### config.mk
export PLATFORM = sky130hd
export DESIGN_NAME = cflc_front_flat
export DESIGN_NICKNAME = d
export VERILOG_FILES = /design/src/hdl/cflc_pkg.sv /design/src/hdl/cflc_byte_if.sv /design/src/hdl/cflc_front.sv /design/src/flat_wrapper.sv
export SDC_FILE = /design/constraint.sdc
export NUM_CORES = 1
export LEC_CHECK = 0
export BUFFER_PORTS_ARGS = -buffer_cell sky130_fd_sc_hd__buf_4
export CORE_MARGIN = 2
export CORE_UTILIZATION = 40
export CTS_CLUSTER_DIAMETER = 60
export CTS_CLUSTER_SIZE = 40
export DETAILED_ROUTE_END_ITERATION = 7
export SLEW_MARGIN = 25
export SYNTH_ARGS = -nofsm -noshare
export SYNTH_HDL_FRONTEND = slang
export SYNTH_SLANG_ARGS = --single-unit
### constraint.sdc
create_clock -name clk -period 6 [get_ports clk]
set_input_delay 1.2 -clock clk [delete_from_list [all_inputs] [get_ports clk]]
set_output_delay 1.2 -clock clk [all_outputs]
set_load 0.02 [all_outputs]
### src/hdl/cflc_pkg.sv
// Shared types, constants and the CRC-32 byte update for the log record checker.
// No dependencies; imported by cflc_event_if, cflc_front, cflc_queue, cflc_back and the top level.
package cflc_pkg;

    localparam int OFFSET_BITS  = 40;
    localparam int LEN_BITS     = 21;
    localparam int HDR_BYTES    = 12;
    localparam int HDR_BITS     = HDR_BYTES * 8;

    localparam logic [31:0] CRC_POLY      = 32'hEDB88320;
    localparam logic [31:0] CRC_ONES      = 32'hFFFFFFFF;
    localparam logic [31:0] MAGIC_RESET   = 32'h4A514C31;
    localparam logic [LEN_BITS-1:0] MAX_LEN_RESET = LEN_BITS'(1 << 20);

    // Configuration register indexes
    localparam logic REG_MAGIC   = 1'b0;
    localparam logic REG_MAX_LEN = 1'b1;

    // Event codes
    localparam logic [2:0] EV_GOOD     = 3'd0;
    localparam logic [2:0] EV_END      = 3'd1;
    localparam logic [2:0] EV_BADHDR   = 3'd2;
    localparam logic [2:0] EV_SHORTHDR = 3'd3;
    localparam logic [2:0] EV_SHORTPAY = 3'd4;
    localparam logic [2:0] EV_CRC      = 3'd5;

    // Front scan phases
    localparam logic [1:0] PH_HEADER  = 2'd0;
    localparam logic [1:0] PH_PAYLOAD = 2'd1;
    localparam logic [1:0] PH_FAILED  = 2'd2;

    // Operation kinds passed from front to back
    localparam logic [1:0] OP_BYTE   = 2'd0;
    localparam logic [1:0] OP_BADHDR = 2'd1;
    localparam logic [1:0] OP_END    = 2'd2;

    typedef struct packed {
        logic [1:0]          kind;
        logic [7:0]          data;
        logic                last;
        logic [LEN_BITS-1:0] length;
        logic [31:0]         crc;
        logic                emit;
        logic [2:0]          end_code;
    } op_t;

    typedef struct packed {
        logic full;
        logic empty;
    } q_status_t;

    typedef struct packed {
        logic [1:0] phase;
        logic [3:0] hdr_count;
    } f_status_t;

    // Reflected CRC-32 update over one byte
    function automatic logic [31:0] crc_byte(input logic [31:0] c_in, input logic [7:0] b);
        logic [31:0] c;
        c = c_in ^ {24'd0, b};
        for (int k = 0; k < 8; k++)
        begin
            c = c[0] ? (CRC_POLY ^ (c >> 1)) : (c >> 1);
        end
        return c;
    endfunction

endpackage

### src/hdl/cflc_byte_if.sv
// Input byte channel of the log record checker.
// Depends on nothing.
interface cflc_byte_if;
    logic       valid;
    logic       ready;
    logic [7:0] byte_value;
    logic       end_of_data;

    modport source (output valid, output byte_value, output end_of_data, input ready);
    modport sink   (input valid, input byte_value, input end_of_data, output ready);
endinterface

### src/hdl/cflc_front.sv
// Front end: accepts stream bytes, parses and validates the 12-byte header,
// counts payload bytes and queues operations for the back end. Uses cflc_pkg.
module cflc_front
    import cflc_pkg::*;
(
    input  logic                clk,
    input  logic                rst_n,
    cflc_byte_if.sink           in_ch,
    input  logic [31:0]         magic,
    input  logic [LEN_BITS-1:0] max_len,
    input  logic                q_full,
    output logic                push,
    output op_t                 op,
    output f_status_t           stat
);

    logic [1:0]          phase_reg, phase_next;
    logic [3:0]          hcnt_reg, hcnt_next;
    logic [HDR_BITS-1:0] hdr_reg, hdr_next;
    logic [LEN_BITS-1:0] len_reg, len_next;
    logic [31:0]         crc_reg, crc_next;
    logic [LEN_BITS-1:0] pcnt_reg, pcnt_next;
    logic                accept;
    logic                op_valid;
    logic [LEN_BITS-1:0] pcnt_inc;
    logic [HDR_BITS-1:0] hdr_shift;
    logic [31:0]         hdr_len;
    logic                hdr_ok;

    assign in_ch.ready = !q_full;
    assign accept      = in_ch.valid && in_ch.ready;
    assign push        = accept && op_valid;
    assign stat        = '{phase: phase_reg, hdr_count: hcnt_reg};

    // Little-endian header: shift each byte in from the top
    assign hdr_shift = {in_ch.byte_value, hdr_reg[HDR_BITS-1:8]};
    assign hdr_len   = hdr_shift[63:32];
    assign hdr_ok    = (hdr_shift[31:0] == magic) && (hdr_len != 32'd0) &&
                       (hdr_len <= {{(32-LEN_BITS){1'b0}}, max_len});
    assign pcnt_inc  = pcnt_reg + LEN_BITS'(1);

    // Classify the byte and build the operation
    always_comb
    begin
        phase_next  = phase_reg;
        hcnt_next   = hcnt_reg;
        hdr_next    = hdr_reg;
        len_next    = len_reg;
        crc_next    = crc_reg;
        pcnt_next   = pcnt_reg;
        op_valid    = 1'b0;
        op          = '0;
        op.data     = in_ch.byte_value;
        op.length   = len_reg;
        op.crc      = crc_reg;
        op.last     = (pcnt_inc == len_reg);
        if (in_ch.end_of_data)
        begin
            op_valid = 1'b1;
            op.kind  = OP_END;
            unique case (phase_reg)
                PH_HEADER:
                begin
                    op.emit     = 1'b1;
                    op.end_code = (hcnt_reg == 4'd0) ? EV_END : EV_SHORTHDR;
                end
                PH_PAYLOAD:
                begin
                    op.emit     = 1'b1;
                    op.end_code = EV_SHORTPAY;
                end
                default:
                begin
                    op.emit = 1'b0;
                end
            endcase
            phase_next = PH_HEADER;
            hcnt_next  = 4'd0;
            pcnt_next  = '0;
        end
        else
        begin
            unique case (phase_reg)
                PH_HEADER:
                begin
                    hdr_next  = hdr_shift;
                    hcnt_next = hcnt_reg + 4'd1;
                    if (hcnt_reg == 4'(HDR_BYTES - 1))
                    begin
                        hcnt_next = 4'd0;
                        if (hdr_ok)
                        begin
                            phase_next = PH_PAYLOAD;
                            len_next   = hdr_len[LEN_BITS-1:0];
                            crc_next   = hdr_shift[95:64];
                            pcnt_next  = '0;
                        end
                        else
                        begin
                            phase_next = PH_FAILED;
                            op_valid   = 1'b1;
                            op.kind    = OP_BADHDR;
                        end
                    end
                end
                PH_PAYLOAD:
                begin
                    op_valid  = 1'b1;
                    op.kind   = OP_BYTE;
                    pcnt_next = pcnt_inc;
                    if (op.last)
                    begin
                        phase_next = PH_HEADER;
                        hcnt_next  = 4'd0;
                    end
                end
                default:
                begin
                    op_valid = 1'b0;
                end
            endcase
        end
    end

    // Advance control state on each transfer
    always_ff @(posedge clk or negedge rst_n)
    begin
        if (!rst_n)
        begin
            phase_reg <= PH_HEADER;
            hcnt_reg  <= 4'd0;
            pcnt_reg  <= '0;
        end
        else if (accept)
        begin
            phase_reg <= phase_next;
            hcnt_reg  <= hcnt_next;
            pcnt_reg  <= pcnt_next;
        end
    end

    // Hold header fields
    always_ff @(posedge clk)
    begin
        if (accept)
        begin
            hdr_reg <= hdr_next;
            len_reg <= len_next;
            crc_reg <= crc_next;
        end
    end

endmodule

### src/flat_wrapper.sv
// flat-port wrapper written by rule: the top's interface ports become plain ports
module cflc_front_flat import cflc_pkg::*;
  (clk, rst_n, magic, max_len, q_full, push, op, stat, in_ch_valid, in_ch_byte_value, in_ch_end_of_data, in_ch_ready);
  cflc_byte_if in_ch_i ();
  input  logic clk;
  input  logic rst_n;
  input  logic [31:0] magic;
  input  logic [LEN_BITS-1:0] max_len;
  input  logic q_full;
  output logic push;
  output op_t op;
  output f_status_t stat;
  input wire logic [$bits(in_ch_i.valid)-1:0] in_ch_valid;
  input wire logic [$bits(in_ch_i.byte_value)-1:0] in_ch_byte_value;
  input wire logic [$bits(in_ch_i.end_of_data)-1:0] in_ch_end_of_data;
  output wire logic [$bits(in_ch_i.ready)-1:0] in_ch_ready;
  assign in_ch_i.valid = in_ch_valid;
  assign in_ch_i.byte_value = in_ch_byte_value;
  assign in_ch_i.end_of_data = in_ch_end_of_data;
  assign in_ch_ready = in_ch_i.ready;
  cflc_front u_core (.clk(clk), .rst_n(rst_n), .in_ch(in_ch_i), .magic(magic), .max_len(max_len), .q_full(q_full), .push(push), .op(op), .stat(stat));
endmodule
# After elaboration in Yosys (flattened, before gate mapping)
# Index checks and enable logic that the tools add are counted.
# op_classes
bitwise_logic,1
add_sub_neg,2
magnitude_cmp,1
muxes,25
n_reduce_logical,15
n_eq_ne,7
# ops
operator,n
2-to-1 mux 21 bit,3
one-hot mux 21 bit (2 select lines),1
== test 32 bit,1
less-or-equal comparator 32 x 21 -> 1 bit,1
nonzero test 32 bit,1
adder 21 x 1 -> 21 bit (second input constant),1
== test 21 bit,1
2-to-1 mux 2 bit,8
2-to-1 mux 4 bit,4
one-hot mux 4 bit (2 select lines),1
AND reduction 4 bit,2
inequality test 3 x 2 -> 1 bit (second input constant),2
one-hot mux 3 bit (2 select lines),1
AND reduction 3 bit,2
2-to-1 mux 1 bit,5
AND reduction 5 bit,1
adder 4 x 1 -> 4 bit (second input constant),1
== test 4 bit (second input constant),1
logical AND 1 bit,4
zero test 4 bit,1
one-hot mux 2 bit (2 select lines),1
inequality test 3 bit (second input constant),1
nonzero test 3 bit,1
== test 2 x 1 -> 1 bit (second input constant),1
5 further kinds,5
# word_totals
input_bits,66
reg_bits,176
wordCells,57
out_inout_bits,76

# Logic depth before layout (Yosys ltp)
# Gate-level depths: netlist of the first run.
# logic_depth
depth_word,8
ltp_mapped,11
mapped_depth_nobuf,10

# Least setup slack after synthesis of the first run
# OpenSTA, ideal clock, no wires.
# synth_timing
kind,input -> register
startpoint,in in_ch_valid
endpoint,reg u_core.crc_reg[0] (enable)
t_arrival_ns,5.642
path_slack_ns,-0.058
required_ns,5.584
path_stages,4
n_path_buf,1
setup_time_ns,0.416
cell_sequence,nor2b_1 -> and3_1 -> clkbuf_1 -> and2_1
# synth_between
elab_chain_cells,2
# synth_lines
element,line_no,rtl
start: declaration,flat_wrapper.sv:13,input wire logic [$bits(in_ch_i.valid)-1:0] in_ch_valid;
logical AND 1 bit,cflc_front.sv:31,assign accept = in_ch.valid && in_ch.ready;
AND reduction 5 bit (no source line),n/a,
end signal: assignment,cflc_front.sv:149,crc_reg <= crc_next;
end: declaration,cflc_front.sv:21,"logic [31:0] crc_reg, crc_next;"
# Every way passes these cells.
# A chain may end at the register's enable or synchronous reset.

# Worst setup path after layout of the first run
# layout_timing
startpoint,in max_len[17]
endpoint,out push
# layout_between
elab_chain_cells,7
# layout_lines
element,line_no,rtl
start: declaration,flat_wrapper.sv:8,input logic [LEN_BITS-1:0] max_len;
less-or-equal comparator 32 x 21 -> 1 bit,cflc_front.sv:39,"(hdr_len <= {{(32-LEN_BITS){1'b0}}, max_len});"
logical AND 1 bit,cflc_front.sv:38,assign hdr_ok = (hdr_shift[31:0] == magic) && (hdr_len != 32'd0) &&
2-to-1 mux 1 bit,cflc_front.sv:91,if (hdr_ok)
2-to-1 mux 1 bit,cflc_front.sv:88,if (hcnt_reg == 4'(HDR_BYTES - 1))
one-hot mux 1 bit (2 select lines),cflc_front.sv:83,unique case (phase_reg)
2-to-1 mux 1 bit,cflc_front.sv:57,if (in_ch.end_of_data)
logical AND 1 bit,cflc_front.sv:32,assign push = accept && op_valid;
end: declaration,flat_wrapper.sv:10,output logic push;
# Every way passes these cells.

==> out/qor.txt, run 1 <==
Diodes inserted: 0
Post-CTS Setup Bufs: 0
Vias in the first global route: 5289
Fin crit period: 4.71 ns
EDFF count, synth: 141
Worst slew margin: 0.413
Largest net degree at the start of global routing: 71
Global-route wire length before repair: 28800 um
Drc violations: 0
Worst Reg-to-Reg Cells: 10
Worst slew pin tran: 0.881 ns
I/O pin total: 142
Finished Core Util: 0.511
Initial antenna violation count: 0
GRT Util Overall: 0.185
Hold crit path type: reg2reg
Worst slack, placed: 1.21 ns
Port buffer count: 141
Starting DRT DRC Count: 498
Die H: 143 um
Routed via count: 5333
Area grow syn2layout: 24.1%
Count of final max-slew check failures: 0
Design Area, Final: 9620 um2
CTS buffer count: 17
Kind of critical path: in2out
Most common cell after layout, fill and taps aside: buf_4
Leakage: 3.70 nW
Yosys warnings: 0
Post-Syn Area per Cell: 12.8 um2
Max reg flops: 88
Setup_tns: 0 ns
Worst skew pair latency: 0.42 ns
GP Congestion: 0.880
Final setup margin: 1.29 ns
Final setup viols: 0
Top_reg_cell synth: edfxtp_1
Layout cells sized above 1: 0.255
Logic pwr share: 0.058
Synth Register Bits: 168
Cells after Synth: 603
Synth unique cells: 62
Routed WL per cell: 18.2 um
Root Buffer: clkbuf_16
Critical Path RT: 4.80 ns
PD cells: 265 nW/um2
RSZ-0062 raised after global routing: false
R2R setup slack: 2.48 ns
Initial Util: 0.411
Hold Path End: u_core.hdr_reg[76]
Int Pwr: 0.00192 W
Sequential Power Share: 0.511
Placeable Area: 18800 um2
Die ar.: 20500 um2
CP arrival: 3.51 ns
GRT overflow: 0
CTS Buffer Depth: 2
FF-to-FF End: u_core.crc_reg[1]
Endpoint type of the worst setup path: output pin
R2R Path Start: u_core.hdr_reg[57]
Layout Nets: 826
Most frequent cells in the layout: buf_4, edfxtp_1, xor2_1
Clk_skew: 0.0126 ns
Syn Nets: 693
Placed cell area: 8990 um2
Antenna Nets Post-Route: 0
Clock sinks: 168
Detailed Place HPWL: 13500 um
Hold Crit Start: u_core.hdr_reg[84]
Fin. Hold Viols: 0
Worst Hold Depth: 0
TritonCTS clock tree: built
Post-CTS sizing: 0
Syn Std Cell Area: 7750 um2
Crit path max fanout: 3
Crit path launch type: input pin
Site Rows: 50
Max-cap viol count: 0
Clock share of power: 0.431
Async S/R FF share, synth: 0.161
Status: finished, final reports clean
Switching share of power: 0.246
Fmax: 213 MHz
Htree depth: 4
P_sw: 0.000628 W
Hold buffers post-CTS: 0
Seq/Total Area, Yosys: 0.634
WL final: 18300 um
Tcrit/Tclk final: 0.784
Worst-path clk slew: 0.07 ns
Worst VDD drop: 246 uV
DIE WIDTH: 143 um
Router iterations before antenna repair: 5
Vias per cell: 5.29
final cells by class:
type | instances | area [um2]
Clock buffer | 17 | 425
Clock inverter | 15 | 193
Inverter | 35 | 131
Tap cell | 260 | 325
Sequential cell | 168 | 4910
Multi-Input combinational cell | 370 | 2550
Fill cell | 1667 | 9210
Timing Repair Buffer | 144 | 1080
metrics by stage:
| step | total power (W) | std cells | hold WS [ns] |
|---|---|---|---|
| 6_report | 0.00255 | 1009 | 0.452 |
| 5_1_grt | 0.00265 | 1009 | 0.457 |
| 4_1_cts | 0.00258 | 1009 | 0.450 |
| 3_5_place_dp | 0.00148 | 977 | 0.432 |
| 3_3_place_gp | 0.00147 | 977 | 0.425 |
| 2_1_floorplan | 0.00140 | 603 | 0.421 |
per-layer routing:
layer | wire length, um | GRT usage
met1 | 8120 | 0.247
met2 | 8650 | 0.290
met3 | 1170 | 0.0553
met4 | 393 | 0.0584
met5 | 0 | 0
cell usage after synthesis, types with 5 or more instances:
cell type,instances,share of area
nor4_1,21,0.017
nor2b_1,6,0.0048
xnor2_1,13,0.015
inv_1,35,0.017
a21oi_1,25,0.016
nor2_1,24,0.012
dfrtp_1,27,0.087
edfxtp_1,141,0.55
and2_1,6,0.0048
nand4b_1,5,0.0057
ha_1,24,0.039
and3_1,9,0.0073
xor2_1,41,0.046
nand4_1,18,0.015
buf_4,11,0.011
o21ai_0,19,0.012
a31oi_1,19,0.015
nand3_1,24,0.016
nand2_1,33,0.016
clkbuf_1,14,0.0068
nor3_1,17,0.011
a21o_1,7,0.0068
worst max-delay path by stage:
stage                           start                end  slack, ns  cells past startpoint
after floorplan           in_ch_valid  u_core.crc_reg[0]       1.35                      4
after global placement    max_len[19]               push       1.29                     12
after global routing      max_len[17]               push       1.09                     12
after detailed placement  max_len[17]               push       1.21                     12
final                     max_len[17]               push       1.29                     12
after CTS                 max_len[17]               push       1.22                     12
logic make-up (layout without fill, tap and decap cells):
family,count (synthesis),count (layout),share of synthesized area
fa+ha+maj,24,24,0.0388
flops,168,168,0.634
xor+xnor,54,54,0.0610
mux,5,5,0.00678
buf+inv,65,211,0.0392
simple gates,188,188,0.138
compound gates,99,99,0.0820
critical path, stage by stage:
cell and delay, ns:
buf_4 0.07, inv_1 0.04, ha_1 0.31, a21oi_1 0.15, o21ai_0 0.13, a311oi_1 0.39, o211ai_1 0.14, o31ai_1 0.48
nand2_1 0.18, nand2_1 0.14, a221oi_1 0.08, buf_4 0.18
power groups by stage:
stage | Clock, W | Sequential [W] | Combinational (W)
2_1_floorplan | 0 | 0.00133 | 0.0000684
3_3_place_gp | 0 | 0.00133 | 0.000144
3_5_place_dp | 0 | 0.00133 | 0.000148
4_1_cts | 0.00113 | 0.00130 | 0.000149
5_1_grt | 0.00118 | 0.00131 | 0.000163
6_report | 0.00110 | 0.00130 | 0.000147
Power figures use the tool's default switching activity.
==> run 2: changes to the inputs <==
ABC_AREA = 1   (was unset)
clock period = 4.71 ns   (was 6 ns; I/O delays follow)
==> out/qor.txt, run 2 <==
Worst skew pair latency: 0.43 ns (about the same)
FF-to-FF End: u_core.crc_reg[13]
Post-CTS Setup Bufs: 0 (unchanged)
Die ar.: 20600 um2 (+0.59%)
Top-area cell type share of the netlist area: 0.543 (-0.00333)
Root Buffer: clkbuf_16
Async S/R FF share, synth: 0.161 (unchanged)
Clk_skew: 0.0103 ns (-0.00229 ns)
Routed via count: 5533 (+3.8%)
Synth area leaders: edfxtp_1, dfrtp_1, nand2_1
Critical Path RT: 3.77 ns (-1.03 ns)
Yosys warnings: 0 (unchanged)
CTS Buffer Depth: 2 (unchanged)
Worst slew pin tran: 0.689 ns (-0.192 ns)
Syn Nets: 825 (+19%)
Site Rows: 51 (+2.0%)
Vias in the first global route: 5275 (-0.26%)
Seq/Total Area, Yosys: 0.630 (-0.00387)
WL final: 16700 um (-9.1%)
Count of final max-slew check failures: 0 (unchanged)
PD cells: 342 nW/um2 (+29%)
Router iterations before antenna repair: 5 (unchanged)
Leakage: 3.95 nW (+6.9%)
Fin crit period: 3.73 ns
Max reg flops: 88 (unchanged)
Tcrit/Tclk final: 0.792
GP Congestion: 0.861 (-2.2%)
Crit path max fanout: 5 (+2)
Top cells by instance count after synthesis: nand2_1, edfxtp_1, inv_1, nor2_1, nand3_1
Drc violations: 0 (unchanged)
Most common cell in the netlist: nand2_1
Initial Util: 0.404 (-0.00694)
Post-Syn Area per Cell: 10.6 um2 (-17%)
R2R setup slack: 1.75 ns (-0.73 ns)
Slowest CP cell: ha_1
Hold buffers post-CTS: 0 (unchanged)
Endpoint type of the worst setup path: output pin
Synth Register Bits: 168 (unchanged)
GRT overflow: 0 (unchanged)
Cell Chain, Critical Path: buf_4 > inv_1 > ha_1 > and3_1 > nand2_1 > nor4_2 > nand4_1 > nand2_1 > nand2_1 > o21ai_0 > inv_1 > buf_4
Largest net degree at the start of global routing: 57 (-20%)
Status: finished, final reports clean
Cells after Synth: 735 (+22%)
Final setup viols: 0 (unchanged)
Worst VDD drop: 272 uV (+11%)
Clock sinks: 168 (unchanged)
GRT Util Overall: 0.168 (-0.0173)
Worst Reg-to-Reg Cells: 9 (-1)
CP max stage delay: 0.30 ns (-0.18 ns)
Top cell type by total area after synthesis: edfxtp_1
Die H: 144 um (+0.30%)
Detailed Place HPWL: 12400 um (-8.3%)
Top_reg_cell synth: edfxtp_1
I/O pin total: 142 (unchanged)
Fmax: 268 MHz
Setup_tns: 0 ns (unchanged)
RSZ-0062 raised after global routing: false
Worst-path clk slew: 0.07 ns (about the same)
Most frequent cells in the layout: nand2_1, buf_4, edfxtp_1
Placeable Area: 19300 um2 (+2.3%)
Initial antenna violation count: 0 (unchanged)
Diodes inserted: 0 (unchanged)
Layout Nets: 974 (+18%)
Crit path launch type: input pin
Routed WL per cell: 14.3 um (-21%)
CP arrival: 2.79 ns (-0.72 ns)
R2R Path Start: u_core.hdr_reg[59]
Starting DRT DRC Count: 324 (-35%)
Post-CTS sizing: 0 (unchanged)
Htree depth: 4 (unchanged)
Most common cell after layout, fill and taps aside: nand2_1
Max-cap viol count: 0 (unchanged)
Kind of critical path: in2out
Worst slew margin: 0.541 (+0.128)
CTS buffer count: 17 (unchanged)
Non-filler instance count after layout: 1162 (+15%)
Fin. Hold Viols: 0 (unchanged)
Layout cells sized above 1: 0.226 (-0.0287)
Port buffer count: 141 (unchanged)
Hold crit path type: in2async
Global-route wire length before repair: 26200 um (-9.1%)
TritonCTS clock tree: built
Antenna Nets Post-Route: 0 (unchanged)
DIE WIDTH: 144 um (+0.30%)
Vias per cell: 4.76 (-9.9%)
EDFF count, synth: 141 (unchanged)
Cell mode on critical path: nand2_1
Syn Std Cell Area: 7790 um2 (+0.61%)
Area grow syn2layout: 24.8%
Synth unique cells: 36 (-42%)
Dpl cells: 1130 (+16%)
## run 2: cell types whose count changed after synthesis, sizes merged, moves of 8 or more
cell    before  now
nand2       33  178
inv         35   87
nor2        24   75
nand3       25   59
xor2        41   12
a31oi       19    1
nor4        23    8
a21oi       25   13
clkbuf      14    2
nor3        18    6
o21ai       19   29
and3         9    1
## run 2: worst max-delay path by stage
stage                              endpoint        start  slack (ns)  cells past startpoint
final                                  push  max_len[19]        0.98                     12
after global routing                   push  max_len[19]        0.82                     12
after CTS                              push  max_len[19]        0.96                     12
after detailed placement               push  max_len[19]        0.97                     12
after global placement                 push  max_len[19]        0.97                     12
after floorplan           u_core.crc_reg[0]  max_len[19]        0.62                      9
## run 2: layout make-up
class / count / area, um2
clock inverter: 14 / 135
sequential: 168 / 4910
clock buffer: 18 / 439
multi-input combinational: 464 / 2480
inverter: 87 / 327
fill: 1757 / 9540
timing repair buffer: 146 / 1110
tap: 265 / 332
## run 2: logic make-up after synthesis
logic type,count (synthesis),synth area share
simple gates,361,0.207
flops,168,0.630
buf+inv,103,0.0551
compound gates,49,0.0358
fa+ha+maj,24,0.0385
xor+xnor,30,0.0337
## run 2: worst max-delay path, delay by kind of cell
kind / cells / cell delay (ns)
simple gates: 6 / 1.01
buf+inv: 4 / 0.33
fa+ha+maj: 1 / 0.30
compound gates: 1 / 0.20
## run 2: layer usage
layer | vias to the layer above | part of all wire | GRT usage
met5 | - | 0 | 0
met1 | 2582 | 0.43 | 0.206
met3 | 18 | 0.076 | 0.0633
li1 | 2790 | - | -
met2 | 143 | 0.48 | 0.276
met4 | 0 | 0.018 | 0.0516
## run 2: through the flow
| stage | setup WS, ns | cell area [um2] | utilization | hold WS, ns | power [W] |
|---|---|---|---|---|---|
| after floorplan | 0.616 | 7810 | - | 0.421 | 0.00189 |
| after global placement | 0.973 | 9160 | 0.475 | 0.425 | 0.00202 |
| after detailed placement | 0.970 | 9160 | 0.475 | 0.430 | 0.00202 |
| after CTS | 0.963 | 9730 | 0.505 | 0.440 | 0.00336 |
| after global routing | 0.820 | 9730 | 0.505 | 0.453 | 0.00346 |
| final | 0.982 | 9730 | 0.505 | 0.440 | 0.00332 |
## run 2: power breakdown
| group | total, W | switching [W] | internal [W] | leakage [nW] |
|---|---|---|---|---|
| registers | 0.00170 | 0.0000418 | 0.00166 | 1.65 |
| clock network | 0.00134 | 0.000627 | 0.000714 | 0.277 |
| logic | 0.000278 | 0.000157 | 0.000121 | 2.03 |
| total | 0.00332 | 0.000826 | 0.00250 | 3.95 |
